==> src/sv/plf_pkg.sv <==
// Package for the polyline length fare block: widths, item types, states, register map.
package plf_pkg;

  // Coordinate format
  localparam int COORD_W = 24;
  localparam int FRAC_W  = 8;

  // Segment length: |dx| and |dy| fit COORD_W bits, the root fits one more
  localparam int DIFF_W = COORD_W;
  localparam int ROOT_W = COORD_W + 1;
  localparam int RAD_W  = 2 * ROOT_W;
  localparam int REM_W  = ROOT_W + 3;
  localparam int CNT_W  = $clog2(ROOT_W);

  // Accumulated length and price
  localparam int SUM_W   = 40;
  localparam int PRICE_W = 48;
  localparam int UNIT_W  = 16;
  localparam logic [UNIT_W-1:0]  UNIT_PRICE_RESET = 16'd384;
  localparam logic [SUM_W-1:0]   SUM_MAX   = {SUM_W{1'b1}};
  localparam logic [PRICE_W-1:0] PRICE_MAX = {PRICE_W{1'b1}};

  // Shared multiplier operand widths
  localparam int MA_W   = (SUM_W > DIFF_W) ? SUM_W : DIFF_W;
  localparam int MB_W   = (UNIT_W > DIFF_W) ? UNIT_W : DIFF_W;
  localparam int PROD_W = MA_W + MB_W;
  localparam int PFULL_W = PROD_W - FRAC_W;

  // Configuration port
  localparam int APB_AW = 3;
  localparam int APB_DW = 32;
  localparam logic [APB_AW-1:0] ADDR_UNIT_PRICE = 3'd0;

  typedef struct packed {
    logic signed [COORD_W-1:0] point_x;
    logic signed [COORD_W-1:0] point_y;
    logic                      path_end;
  } in_item_t;

  typedef struct packed {
    logic [PRICE_W-1:0] price;
    logic               saturated;
  } out_item_t;

  typedef enum logic [2:0] {
    ST_IDLE,
    ST_SQX,
    ST_SQY,
    ST_ROOT,
    ST_ACC,
    ST_UPD,
    ST_PRICE
  } state_t;

endpackage

==> src/sv/polyline_length_fare_top.sv <==
// Polyline length fare: point stream in, path price out, over a shared multiplier and root unit.
//
//  channel  | ports                                   | payload
//  ---------+-----------------------------------------+----------------------------
//  input    | in_valid, in_ready, in_data             | point_x, point_y, path_end
//  result   | out_valid, out_ready, out_data          | price, saturated
//  config   | psel, penable, pwrite, paddr, pwdata,   | unit_price at address 0
//           | prdata, pready                          |
//
// A point that closes a segment goes through accept, two squaring passes on the shared multiplier,
// one root bit per cycle, accumulate and update. The first point of a path goes from accept
// straight to update, or to pricing if it ends the path. A final point ends by pricing
// on the same multiplier instead of updating, held there while an earlier result
// is still not taken. in_ready is high only while the sequencer is idle. Reset is
// synchronous, active low, and restores unit_price to 1.5 and clears the path state.
module polyline_length_fare_top (
  input  logic                        clk,
  input  logic                        rst_n,
  input  logic                        in_valid,
  output logic                        in_ready,
  input  plf_pkg::in_item_t           in_data,
  output logic                        out_valid,
  input  logic                        out_ready,
  output plf_pkg::out_item_t          out_data,
  input  logic                        psel,
  input  logic                        penable,
  input  logic                        pwrite,
  input  logic [plf_pkg::APB_AW-1:0]  paddr,
  input  logic [plf_pkg::APB_DW-1:0]  pwdata,
  output logic [plf_pkg::APB_DW-1:0]  prdata,
  output logic                        pready
);

  plf_pkg::state_t state_r, state_nxt;

  // Configuration
  logic [plf_pkg::UNIT_W-1:0] unit_price_r, unit_price_nxt;

  // Path state
  logic [plf_pkg::COORD_W-1:0] prev_x_r, prev_x_nxt;
  logic [plf_pkg::COORD_W-1:0] prev_y_r, prev_y_nxt;
  logic                        have_prev_r, have_prev_nxt;
  logic [plf_pkg::SUM_W-1:0]   sum_r, sum_nxt;
  logic                        clipped_r, clipped_nxt;

  // Working registers of the current item
  logic [plf_pkg::COORD_W-1:0] x_r, x_nxt;
  logic [plf_pkg::COORD_W-1:0] y_r, y_nxt;
  logic                        last_r, last_nxt;
  logic [plf_pkg::DIFF_W-1:0]  dx_r, dx_nxt;
  logic [plf_pkg::DIFF_W-1:0]  dy_r, dy_nxt;
  logic [plf_pkg::RAD_W-1:0]   rad_r, rad_nxt;
  logic [plf_pkg::REM_W-1:0]   rem_r, rem_nxt;
  logic [plf_pkg::ROOT_W-1:0]  root_r, root_nxt;
  logic [plf_pkg::CNT_W-1:0]   cnt_r, cnt_nxt;

  // Result register
  logic                 out_valid_r, out_valid_nxt;
  plf_pkg::out_item_t   out_data_r, out_data_nxt;

  // Combinational helpers
  logic                        in_fire;
  logic                        cfg_wr;
  logic                        root_done;
  logic                        out_free;
  logic [plf_pkg::COORD_W:0]   dsx, dsy;
  logic [plf_pkg::COORD_W:0]   adx, ady;
  logic [plf_pkg::MA_W-1:0]    mult_a;
  logic [plf_pkg::MB_W-1:0]    mult_b;
  logic [plf_pkg::PROD_W-1:0]  prod;
  logic [plf_pkg::REM_W-1:0]   rem_sh;
  logic [plf_pkg::REM_W-1:0]   trial;
  logic [plf_pkg::SUM_W:0]     sum_ext;
  logic [plf_pkg::PFULL_W-1:0] price_full;

  assign in_ready  = (state_r == plf_pkg::ST_IDLE);
  assign in_fire   = in_valid && in_ready;
  assign out_valid = out_valid_r;
  assign out_data  = out_data_r;
  assign out_free  = !out_valid_r || out_ready;
  assign root_done = (cnt_r == plf_pkg::CNT_W'(plf_pkg::ROOT_W - 1));

  // APB access: always ready, single register
  assign pready = 1'b1;
  assign cfg_wr = psel && penable && pwrite && pready;

  always_comb begin
    unique case (paddr)
      plf_pkg::ADDR_UNIT_PRICE: prdata = plf_pkg::APB_DW'(unit_price_r);
      default:                  prdata = '0;
    endcase
  end

  // Absolute coordinate differences against the held point
  assign dsx = {in_data.point_x[plf_pkg::COORD_W-1], in_data.point_x}
             - {prev_x_r[plf_pkg::COORD_W-1], prev_x_r};
  assign dsy = {in_data.point_y[plf_pkg::COORD_W-1], in_data.point_y}
             - {prev_y_r[plf_pkg::COORD_W-1], prev_y_r};
  assign adx = dsx[plf_pkg::COORD_W] ? (~dsx + 1'b1) : dsx;
  assign ady = dsy[plf_pkg::COORD_W] ? (~dsy + 1'b1) : dsy;

  // Shared multiplier: squares of dx and dy, then length times unit price
  always_comb begin
    case (state_r)
      plf_pkg::ST_SQX: begin
        mult_a = plf_pkg::MA_W'(dx_r);
        mult_b = plf_pkg::MB_W'(dx_r);
      end
      plf_pkg::ST_SQY: begin
        mult_a = plf_pkg::MA_W'(dy_r);
        mult_b = plf_pkg::MB_W'(dy_r);
      end
      default: begin
        mult_a = plf_pkg::MA_W'(sum_r);
        mult_b = plf_pkg::MB_W'(unit_price_r);
      end
    endcase
  end
  assign prod = plf_pkg::PROD_W'(mult_a) * plf_pkg::PROD_W'(mult_b);

  // Root step: bring down the next radicand bit pair, try the subtraction
  assign rem_sh = {rem_r[plf_pkg::REM_W-3:0], rad_r[plf_pkg::RAD_W-1 -: 2]};
  assign trial  = plf_pkg::REM_W'({root_r, 2'b01});

  // Saturating accumulate and price scaling
  assign sum_ext    = {1'b0, sum_r} + (plf_pkg::SUM_W + 1)'(root_r);
  assign price_full = prod[plf_pkg::PROD_W-1:plf_pkg::FRAC_W];

  // Next state
  always_comb begin
    state_nxt = state_r;
    unique case (state_r)
      plf_pkg::ST_IDLE: begin
        if (in_fire) begin
          if (have_prev_r)           state_nxt = plf_pkg::ST_SQX;
          else if (in_data.path_end) state_nxt = plf_pkg::ST_PRICE;
          else                       state_nxt = plf_pkg::ST_UPD;
        end
      end
      plf_pkg::ST_SQX:  state_nxt = plf_pkg::ST_SQY;
      plf_pkg::ST_SQY:  state_nxt = plf_pkg::ST_ROOT;
      plf_pkg::ST_ROOT: if (root_done) state_nxt = plf_pkg::ST_ACC;
      plf_pkg::ST_ACC:  state_nxt = last_r ? plf_pkg::ST_PRICE : plf_pkg::ST_UPD;
      plf_pkg::ST_UPD:  state_nxt = plf_pkg::ST_IDLE;
      plf_pkg::ST_PRICE: if (out_free) state_nxt = plf_pkg::ST_IDLE;
      default:          state_nxt = plf_pkg::ST_IDLE;
    endcase
  end

  // Datapath next values per state
  always_comb begin
    unit_price_nxt = unit_price_r;
    prev_x_nxt     = prev_x_r;
    prev_y_nxt     = prev_y_r;
    have_prev_nxt  = have_prev_r;
    sum_nxt        = sum_r;
    clipped_nxt    = clipped_r;
    x_nxt          = x_r;
    y_nxt          = y_r;
    last_nxt       = last_r;
    dx_nxt         = dx_r;
    dy_nxt         = dy_r;
    rad_nxt        = rad_r;
    rem_nxt        = rem_r;
    root_nxt       = root_r;
    cnt_nxt        = cnt_r;
    out_data_nxt   = out_data_r;
    out_valid_nxt  = out_valid_r && !out_ready;

    // Take a register write
    if (cfg_wr && (paddr == plf_pkg::ADDR_UNIT_PRICE)) begin
      unit_price_nxt = pwdata[plf_pkg::UNIT_W-1:0];
    end

    case (state_r)
      plf_pkg::ST_IDLE: begin
        // Latch the item and its differences
        if (in_fire) begin
          x_nxt    = in_data.point_x;
          y_nxt    = in_data.point_y;
          last_nxt = in_data.path_end;
          dx_nxt   = adx[plf_pkg::DIFF_W-1:0];
          dy_nxt   = ady[plf_pkg::DIFF_W-1:0];
        end
      end
      plf_pkg::ST_SQX: begin
        rad_nxt = plf_pkg::RAD_W'(prod[2*plf_pkg::DIFF_W-1:0]);
      end
      plf_pkg::ST_SQY: begin
        // Add the second square and arm the root unit
        rad_nxt  = rad_r + plf_pkg::RAD_W'(prod[2*plf_pkg::DIFF_W-1:0]);
        rem_nxt  = '0;
        root_nxt = '0;
        cnt_nxt  = '0;
      end
      plf_pkg::ST_ROOT: begin
        // One root bit per cycle
        rad_nxt = {rad_r[plf_pkg::RAD_W-3:0], 2'b00};
        cnt_nxt = cnt_r + 1'b1;
        if (rem_sh >= trial) begin
          rem_nxt  = rem_sh - trial;
          root_nxt = {root_r[plf_pkg::ROOT_W-2:0], 1'b1};
        end else begin
          rem_nxt  = rem_sh;
          root_nxt = {root_r[plf_pkg::ROOT_W-2:0], 1'b0};
        end
      end
      plf_pkg::ST_ACC: begin
        // Add the segment, stick at the ceiling
        if (sum_ext[plf_pkg::SUM_W]) begin
          sum_nxt     = plf_pkg::SUM_MAX;
          clipped_nxt = 1'b1;
        end else begin
          sum_nxt = sum_ext[plf_pkg::SUM_W-1:0];
        end
      end
      plf_pkg::ST_UPD: begin
        prev_x_nxt    = x_r;
        prev_y_nxt    = y_r;
        have_prev_nxt = 1'b1;
      end
      plf_pkg::ST_PRICE: begin
        // Emit the price once the result register is free, then clear the path
        if (out_free) begin
          out_valid_nxt = 1'b1;
          if (|price_full[plf_pkg::PFULL_W-1:plf_pkg::PRICE_W]) begin
            out_data_nxt.price     = plf_pkg::PRICE_MAX;
            out_data_nxt.saturated = 1'b1;
          end else begin
            out_data_nxt.price     = price_full[plf_pkg::PRICE_W-1:0];
            out_data_nxt.saturated = clipped_r;
          end
          prev_x_nxt    = '0;
          prev_y_nxt    = '0;
          have_prev_nxt = 1'b0;
          sum_nxt       = '0;
          clipped_nxt   = 1'b0;
        end
      end
      default: begin
      end
    endcase
  end

  // Control and path state
  always_ff @(posedge clk) begin
    if (!rst_n) begin
      state_r      <= plf_pkg::ST_IDLE;
      unit_price_r <= plf_pkg::UNIT_PRICE_RESET;
      prev_x_r     <= '0;
      prev_y_r     <= '0;
      have_prev_r  <= 1'b0;
      sum_r        <= '0;
      clipped_r    <= 1'b0;
      out_valid_r  <= 1'b0;
      cnt_r        <= '0;
    end else begin
      state_r      <= state_nxt;
      unit_price_r <= unit_price_nxt;
      prev_x_r     <= prev_x_nxt;
      prev_y_r     <= prev_y_nxt;
      have_prev_r  <= have_prev_nxt;
      sum_r        <= sum_nxt;
      clipped_r    <= clipped_nxt;
      out_valid_r  <= out_valid_nxt;
      cnt_r        <= cnt_nxt;
    end
  end

  // Working payload
  always_ff @(posedge clk) begin
    x_r        <= x_nxt;
    y_r        <= y_nxt;
    last_r     <= last_nxt;
    dx_r       <= dx_nxt;
    dy_r       <= dy_nxt;
    rad_r      <= rad_nxt;
    rem_r      <= rem_nxt;
    root_r     <= root_nxt;
    out_data_r <= out_data_nxt;
  end

endmodule

==> config.mk <==
export PLATFORM = sky130hd
export DESIGN_NAME = polyline_length_fare_top
export DESIGN_NICKNAME = d
export VERILOG_FILES = /design/src/sv/plf_pkg.sv /design/src/sv/polyline_length_fare_top.sv
export SDC_FILE = /design/constraint.sdc
export NUM_CORES = 2
export LEC_CHECK = 0
export ABC_CLOCK_PERIOD_IN_PS = 10500
export BUFFER_PORTS_ARGS = -buffer_cell sky130_fd_sc_hd__buf_4
export CAP_MARGIN = 10
export CORE_MARGIN = 5
export CORE_UTILIZATION = 55
export CTS_BUF_LIST = sky130_fd_sc_hd__clkbuf_16
export CTS_CLUSTER_SIZE = 40
export DETAILED_ROUTE_END_ITERATION = 6
export PLACE_DENSITY = 0.83
export SETUP_SLACK_MARGIN = 0.15
export SLEW_MARGIN = 20
export SYNTH_ARGS = -nofsm -noshare
export SYNTH_HDL_FRONTEND = slang
export SYNTH_SLANG_ARGS = --single-unit
==> constraint.sdc <==
create_clock -name clk -period 10.5 [get_ports clk]
set_input_delay 0.525 -clock clk [delete_from_list [all_inputs] [get_ports clk]]
set_output_delay 0.525 -clock clk [all_outputs]
set_load 0.05 [all_outputs]
; Yosys cells after proc, flatten, opt, wreduce, memory -nomap -nowiden
; Cells that the tools add are included.
[totals]
ff_bits = 362
latch_bits = 0
ramBits = 0
romBits = 0
output_inout_bits = 84
word_cells = 93
mem_count = 0
[op_classes]
add_sub_neg = 8
n_mul = 1
n_div = 0
n_lt_le_gt_ge = 1
eq_ne = 11
n_shift = 0
muxes = 30
n_bitwise = 2
reduce_logical = 21
[op_table]
columns = operator, count
row1 = $pmux 40 s2, 2
row2 = $pmux 50 s3, 1
row3 = $pmux 24 s2, 3
row4 = $mux 40, 2
row5 = $mux 24, 3
row6 = $mul 40x24->64, 1
row7 = $pmux 26 s2, 1
row8 = $add 50x48->50, 1
row9 = $pmux 25 s2, 1
row10 = $sub 24x24->25, 2
row11 = $add 24x1->24 const B, 2
row12 = $not 24->24, 2
row13 = $add 40x25->41, 1
row14 = $ge 28x27->1, 1
row15 = $mux 26, 1
row16 = $sub 26x26->26, 1
row17 = $pmux 3 s6, 1
row18 = $mux 16, 1
row19 = $mux 3, 4
row20 = $pmux 5 s2, 1
row21 = $eq 3x3->1 const B, 3
row22 = $reduce_and 2->1, 4
row23 = $reduce_or 8->1, 1
row24 = $eq 3x2->1 const B, 2
row25 = other kinds (15), 32

; Logic depth before layout (Yosys ltp)
[logic_depth]
word_depth = 5
mapped_depth = 47

; Worst setup path before layout
; No wires, ideal clock.
[synth_path]
path_kind = register to register
start = reg state_r[1]
end = reg rad_r[49] (netlist name) (data pin)
setup_time_ps = 257
t_arrival_ps = 9870
required_ps = 10243
path_slack_ps = 373
stages_incl_launch_ff = 47
path_cell_list = dfxtp_1 clkbuf_1 nand2b_1 clkbuf_1 nor2_1 nor2_1 clkbuf_1 clkbuf_1 a21o_1 clkbuf_1 nand2_1 fa_1 inv_1 fa_1 inv_1 fa_1 fa_1 inv_1 [11 not listed] nor2_1 o21bai_1 a21oi_1 o21ai_0 xnor2_1 inv_1 ha_1 a21o_1 a21oi_1 nor2b_1 o21ai_0 nand2b_1 a21oi_1 nor3b_1 a21oi_1 a21oi_1 mux2i_1 nand2_1
[synth_between]
elab_chain_len = 5
elab_cells_between_ends = 8
cone_classes = 1 x add/sub / 1 x mul / 3 x eq/ne / 3 x mux
[synth_rtl]
columns = item, line
row1 = "start, declared", polyline_length_fare_top.sv:34  ; plf_pkg::state_t state_r, state_nxt;
row2 = "start signal, assigned", polyline_length_fare_top.sv:248  ; state_r <= plf_pkg::ST_IDLE;
row3 = "start signal, assigned", polyline_length_fare_top.sv:258  ; state_r <= state_nxt;
row4 = $eq 3x2->1 or $eq 3x1->1 (tied branches), polyline_length_fare_top.sv:104  ; case (state_r)
row5 = $pmux 40 s2 or $pmux 24 s2 (tied branches), polyline_length_fare_top.sv:104
row6 = $mul 40x24->64 (*), polyline_length_fare_top.sv:119  ; assign prod = plf_pkg::PROD_W'(mult_a) * plf_pkg::PROD_W'(mult_b);
row7 = net prod (one bit), polyline_length_fare_top.sv:70  ; logic [plf_pkg::PROD_W-1:0] prod;
row8 = $add 50x48->50 (*), polyline_length_fare_top.sv:191  ; rad_nxt = rad_r + plf_pkg::RAD_W'(prod[2*plf_pkg::DIFF_W-1:0]);
row9 = $pmux 50 s3 (*), polyline_length_fare_top.sv:175  ; case (state_r)
row10 = net rad_nxt (one bit), polyline_length_fare_top.sv:52  ; logic [plf_pkg::RAD_W-1:0] rad_r, rad_nxt;
row11 = "end signal, assigned", polyline_length_fare_top.sv:277  ; rad_r <= rad_nxt;
row12 = "end, declared", polyline_length_fare_top.sv:52
; Mark *: on every way through the listed nets, which the timed path passes. The rest lies on a longest branch.
; A chain may end at the register's enable or synchronous reset.

; Final worst setup path
[layout_path]
start = reg state_r[2]
end = reg rad_r[49] (netlist name) (data pin)
; The elaborated chain is that of the path after synthesis.

==> impl_metrics.sql <==
INSERT INTO impl_metrics (metric_group, metric, value, unit) VALUES
('final_layout', 'area.growth.synth_to_final', '11.56', '%'),
('sta', 'final_period_minus_worst_setup_slack', '10120', 'ps'),
('sta', 'fin_crit_sh', '96.43', '%'),
('floorplan', 'placementRows', '113', ''),
('yosys', 'syn_area_per_cell', '8.764', 'sq um'),
('critical_path', 'cp_data_arrival_time', '10490', 'ps'),
('critical_path', 'path_class', 'reg2reg', ''),
('min_path', 'min_delay_path_depth', '1', ''),
('clock_tree', 'cts.path.max_buffers', '3', ''),
('floorplan', 'die-area', '102300', 'sq um'),
('place', 'placedCellCount', '7516', ''),
('floorplan', 'io_pins', '175', ''),
('sta', 'final.setup_skew', '32.55', 'ps'),
('clock_tree', 'ctsHtreeMaxLevel', '2', ''),
('yosys', 'synth-async-reset-ratio', '0', '%'),
('min_path', 'hold_path_class', 'in2reg', ''),
('floorplan', 'die_y', '319.8', 'um'),
('place', 'place.gp.congestion', '1.047', ''),
('grt', 'grt_start_max_net_pins', '97', ''),
('critical_path', 'r2r_start', 'state_r[2]', ''),
('min_path', 'timing.hold.worst_endpoint', 'x_r[17]', ''),
('final_layout', 'finalNonFillerCells', '7608', ''),
('route', 'final_antenna_net_count', '0', ''),
('clock_tree', 'path_clk_slew', '60', 'ps'),
('critical_path', 'critPathLaunchType', 'register', ''),
('critical_path', 'reg2regPathDepth', '42', ''),
('clock_tree', 'numClockSinks', '362', ''),
('grt', 'overflow_left_after_global_routing', '0', ''),
('clock_tree', 'cts_tree', 'built', ''),
('yosys', 'yosys_most_used_dff', 'edfxtp_1', ''),
('sta', 'worst-slew-pin-transition', '1109', 'ps'),
('sta', 'max-slew-margin-rel', '25.83', '%'),
('route', 'detail_route.drc_violations', '0', ''),
('clock_tree', 'worstSkewPairLatency', '620', 'ps'),
('yosys', 'edff_count_synth', '247', ''),
('place', 'standard_cell_area_after_detailed_placement', '56820', 'sq um'),
('final_layout', 'fin_area', '58890', 'sq um'),
('critical_path', 'timing.critical_path.to_type', 'register', ''),
('yosys', 'synth_cells', '6023', ''),
('floorplan', 'initial_utilization', '55.47', '%'),
('final_layout', 'num_antenna_cells', '0', ''),
('final_layout', 'finalNetCount', '7585', ''),
('critical_path', 'critPathRequiredTime', '10860', 'ps'),
('min_path', 'timing.hold.worst.start', 'in_data[42]', ''),
('route', 'first_pass_iteration_count_of_the_detailed_router', '6', ''),
('critical_path', 'cpMostUsedCell', 'fa_1', ''),
('critical_path', 'worst_path_largest_cell_delay', '570', 'ps'),
('sta', 'setup_repair_after_global_routing_missed_its_margin', 'false', ''),
('flow_run', 'max-cap-violations', '0', ''),
('sta', 'fin_hold_ws', '110.9', 'ps'),
('clock_tree', 'cts_hold_repair.buffers', '0', ''),
('yosys', 'netlist-cell-type-count', '94', ''),
('route', 'detail_route.wl_per_cell', '21.42', 'um'),
('final_layout', 'drive_gt1_share', '9.743', '%'),
('route', 'drt_wirelength', '162.9', 'mm'),
('critical_path', 'crit_path_top_delay_cell', 'fa_1', ''),
('grt', 'global_route.usage.total', '31.26', '%'),
('critical_path', 'rr_endpoint', 'rad_r[49]', ''),
('critical_path', 'r2r_slack', '380', 'ps'),
('yosys', 'ys_ff_latch', '362', ''),
('floorplan', 'die-width', '319.8', 'um'),
('route', 'detail_route.iter0.violations', '4536', ''),
('grt', 'grt_pass1_wl', '251.8', 'mm'),
('grt', 'antenna_found_initial', '3', ''),
('sta', 'clock.fmax', '98.77', 'MHz'),
('place', 'dp.final_hpwl', '131.6', 'mm'),
('status', 'status', 'completed', ''),
('final_layout', 'finalCoreUtilization', '61.89', '%'),
('sta', 'setup_violations', '0', ''),
('yosys', 'mappedNetlistArea', '52790', 'sq um'),
('route', 'viasPerCell', '5.851', ''),
('sta', 'finalMaxSlewViolations', '0', ''),
('route', 'routed-via-count', '44512', ''),
('yosys', 'sequential_area_share_after_synthesis', '18.41', '%'),
('sta', 'hold_violations', '0', ''),
('place', 'port-buffer-count', '141', ''),
('grt', 'grt_pass1_vias', '45211', ''),
('clock_tree', 'tritoncts.num_buffers', '41', ''),
('yosys', 'yosysWarningCount', '0', ''),
('critical_path', 'crit_path_max_fanout', '24', ''),
('clock_tree', 'clockRootBuffer', 'clkbuf_16', ''),
('floorplan', 'design.core.area', '95150', 'sq um');
logic make-up (layout without fill, tap and decap cells):
logic type / count (synthesis) / after routing / synth area share (%)
flops: 362 / 362 / 18.41
other cells: 2 / 145 / 0.01423
mux: 32 / 32 / 0.6139
simple gates: 1815 / 1815 / 14.93
buf+inv: 1358 / 1535 / 9.922
compound gates: 1050 / 1050 / 12.48
fa+ha+maj: 1183 / 1183 / 39.96
xor+xnor: 221 / 221 / 3.667
flip-flops by register name (all words and copies together) (netlist names), 3 cells and up:
signal        cells
cnt_r             5
rem_r            26
root_r           25
dx_r             24
prev_x_r         24
unit_price_r     16
state_r           3
out_data         49
sum_r            40
rad_r            50
y_r              24
dy_r             24
x_r              24
prev_y_r         24
synth_stat cells (6+ instances only):
library cell | number | area, sq um
inv_1 | 1031 | 3870
fa_1 | 838 | 16780
nand2_1 | 799 | 2999
nor2_1 | 557 | 2091
a21oi_1 | 397 | 1987
ha_1 | 345 | 4317
clkbuf_1 | 252 | 945.9
edfxtp_1 | 247 | 7417
o21ai_0 | 158 | 790.8
a21o_1 | 152 | 1141
xnor2_1 | 123 | 1077
dfxtp_1 | 115 | 2302
xor2_1 | 98 | 858.3
nand3_1 | 97 | 485.5
nand4_1 | 62 | 387.9
nand2b_1 | 55 | 344.1
nor3_1 | 49 | 245.2
and2_1 | 47 | 294.0
a211oi_1 | 40 | 300.3
a31oi_1 | 37 | 231.5
o21bai_1 | 36 | 270.3
o21a_1 | 34 | 255.2
mux2i_1 | 29 | 290.3
nor2b_1 | 29 | 181.4
and3_1 | 26 | 162.7
a22o_1 | 23 | 201.4
buf_1 | 23 | 86.33
a311oi_1 | 22 | 192.7
buf_2 | 21 | 105.1
o211ai_1 | 21 | 157.7
o21ai_1 | 21 | 105.1
buf_4 | 18 | 135.1
nor4_1 | 18 | 112.6
a21boi_0 | 12 | 90.09
nand2_2 | 10 | 62.56
nand3b_1 | 9 | 67.56
o31ai_1 | 9 | 67.56
or2_2 | 9 | 56.30
or3_1 | 9 | 56.30
a22oi_1 | 8 | 60.06
nor3b_1 | 8 | 60.06
a221oi_1 | 6 | 52.55
and4_1 | 6 | 52.55
clkinv_1 | 6 | 22.52
layer usage:
metal	GRT usage, %	wire (um)	part of all wire (%)	vias up
met2	48.43	71450	44	2634
met1	39.20	60040	37	21629
li1	-	-	-	19710
met3	11.55	21500	13	531
met4	14.48	9814	6.0	8
met5	0.8333	138	0.085	-
worst max-delay path: cells and delay by family (launching register included):
family / cells / cell delay (ps)
AND/OR/NAND/NOR: 4 / 290
AO/OA/AOI/OAI: 17 / 3170
XOR/XNOR: 1 / 340
flip-flops: 1 / 370
buffers and inverters: 10 / 1400
multiplexers: 1 / 200
adder cells (fa/ha/maj): 9 / 4100
final cells by class:
| type | count | area [sq um] |
|---|---|---|
| clock buffers | 42 | 1051 |
| clock inverters | 33 | 337.8 |
| fillers | 7683 | 36270 |
| inverters | 1039 | 3901 |
| multi-input cells | 4446 | 38840 |
| flip-flops and latches | 362 | 9723 |
| well taps | 1265 | 1583 |
| repair buffers | 421 | 3448 |
metrics by stage:
step | TNS, ps | setup slack (ps)
5_1_grt | 0 | 7.321
3_3_place_gp | -511.0 | -187.2
2_1_floorplan | 0 | 373.0
6_report | 0 | 375.2
3_5_place_dp | -1210 | -277.7
4_1_cts | 0 | 150.2
layout by cell type, fill, tap and decap left out, types with 118 or more instances in the layout:
cell,instances
inv_1,1036
fa_1,838
nand2_1,792
nor2_1,552
buf_4,389
a21oi_1,374
ha_1,343
edfxtp_1,247
o21ai_0,148
conb_1,145
a21o_1,141
xnor2_1,118
how the worst max path moves through the flow:
stage,startpoint,endpoint,slack [ps],cells past startpoint
global placement,state_r[2],rad_r[49],-190,40
finish,state_r[2],rad_r[49],380,42
global route,state_r[2],rad_r[49],7,42
detailed placement,state_r[2],rad_r[49],-280,40
CTS,state_r[2],rad_r[44],150,40
floorplan,state_r[1],rad_r[49],370,46
timing repair:
| action | CTS | global route |
|---|---|---|
| gates resized for setup | 18 | 101 |
| endpoints found under the setup margin | 12 | 20 |
| gates cloned | 1 | 1 |
| hold endpoints to repair | 0 | 0 |
| pin swaps | 1 | 20 |
| buffers inserted | 0 | 14 |
Power is not shown: default switching activity piles up to over one toggle a cycle in this logic, so the estimate is an artifact.
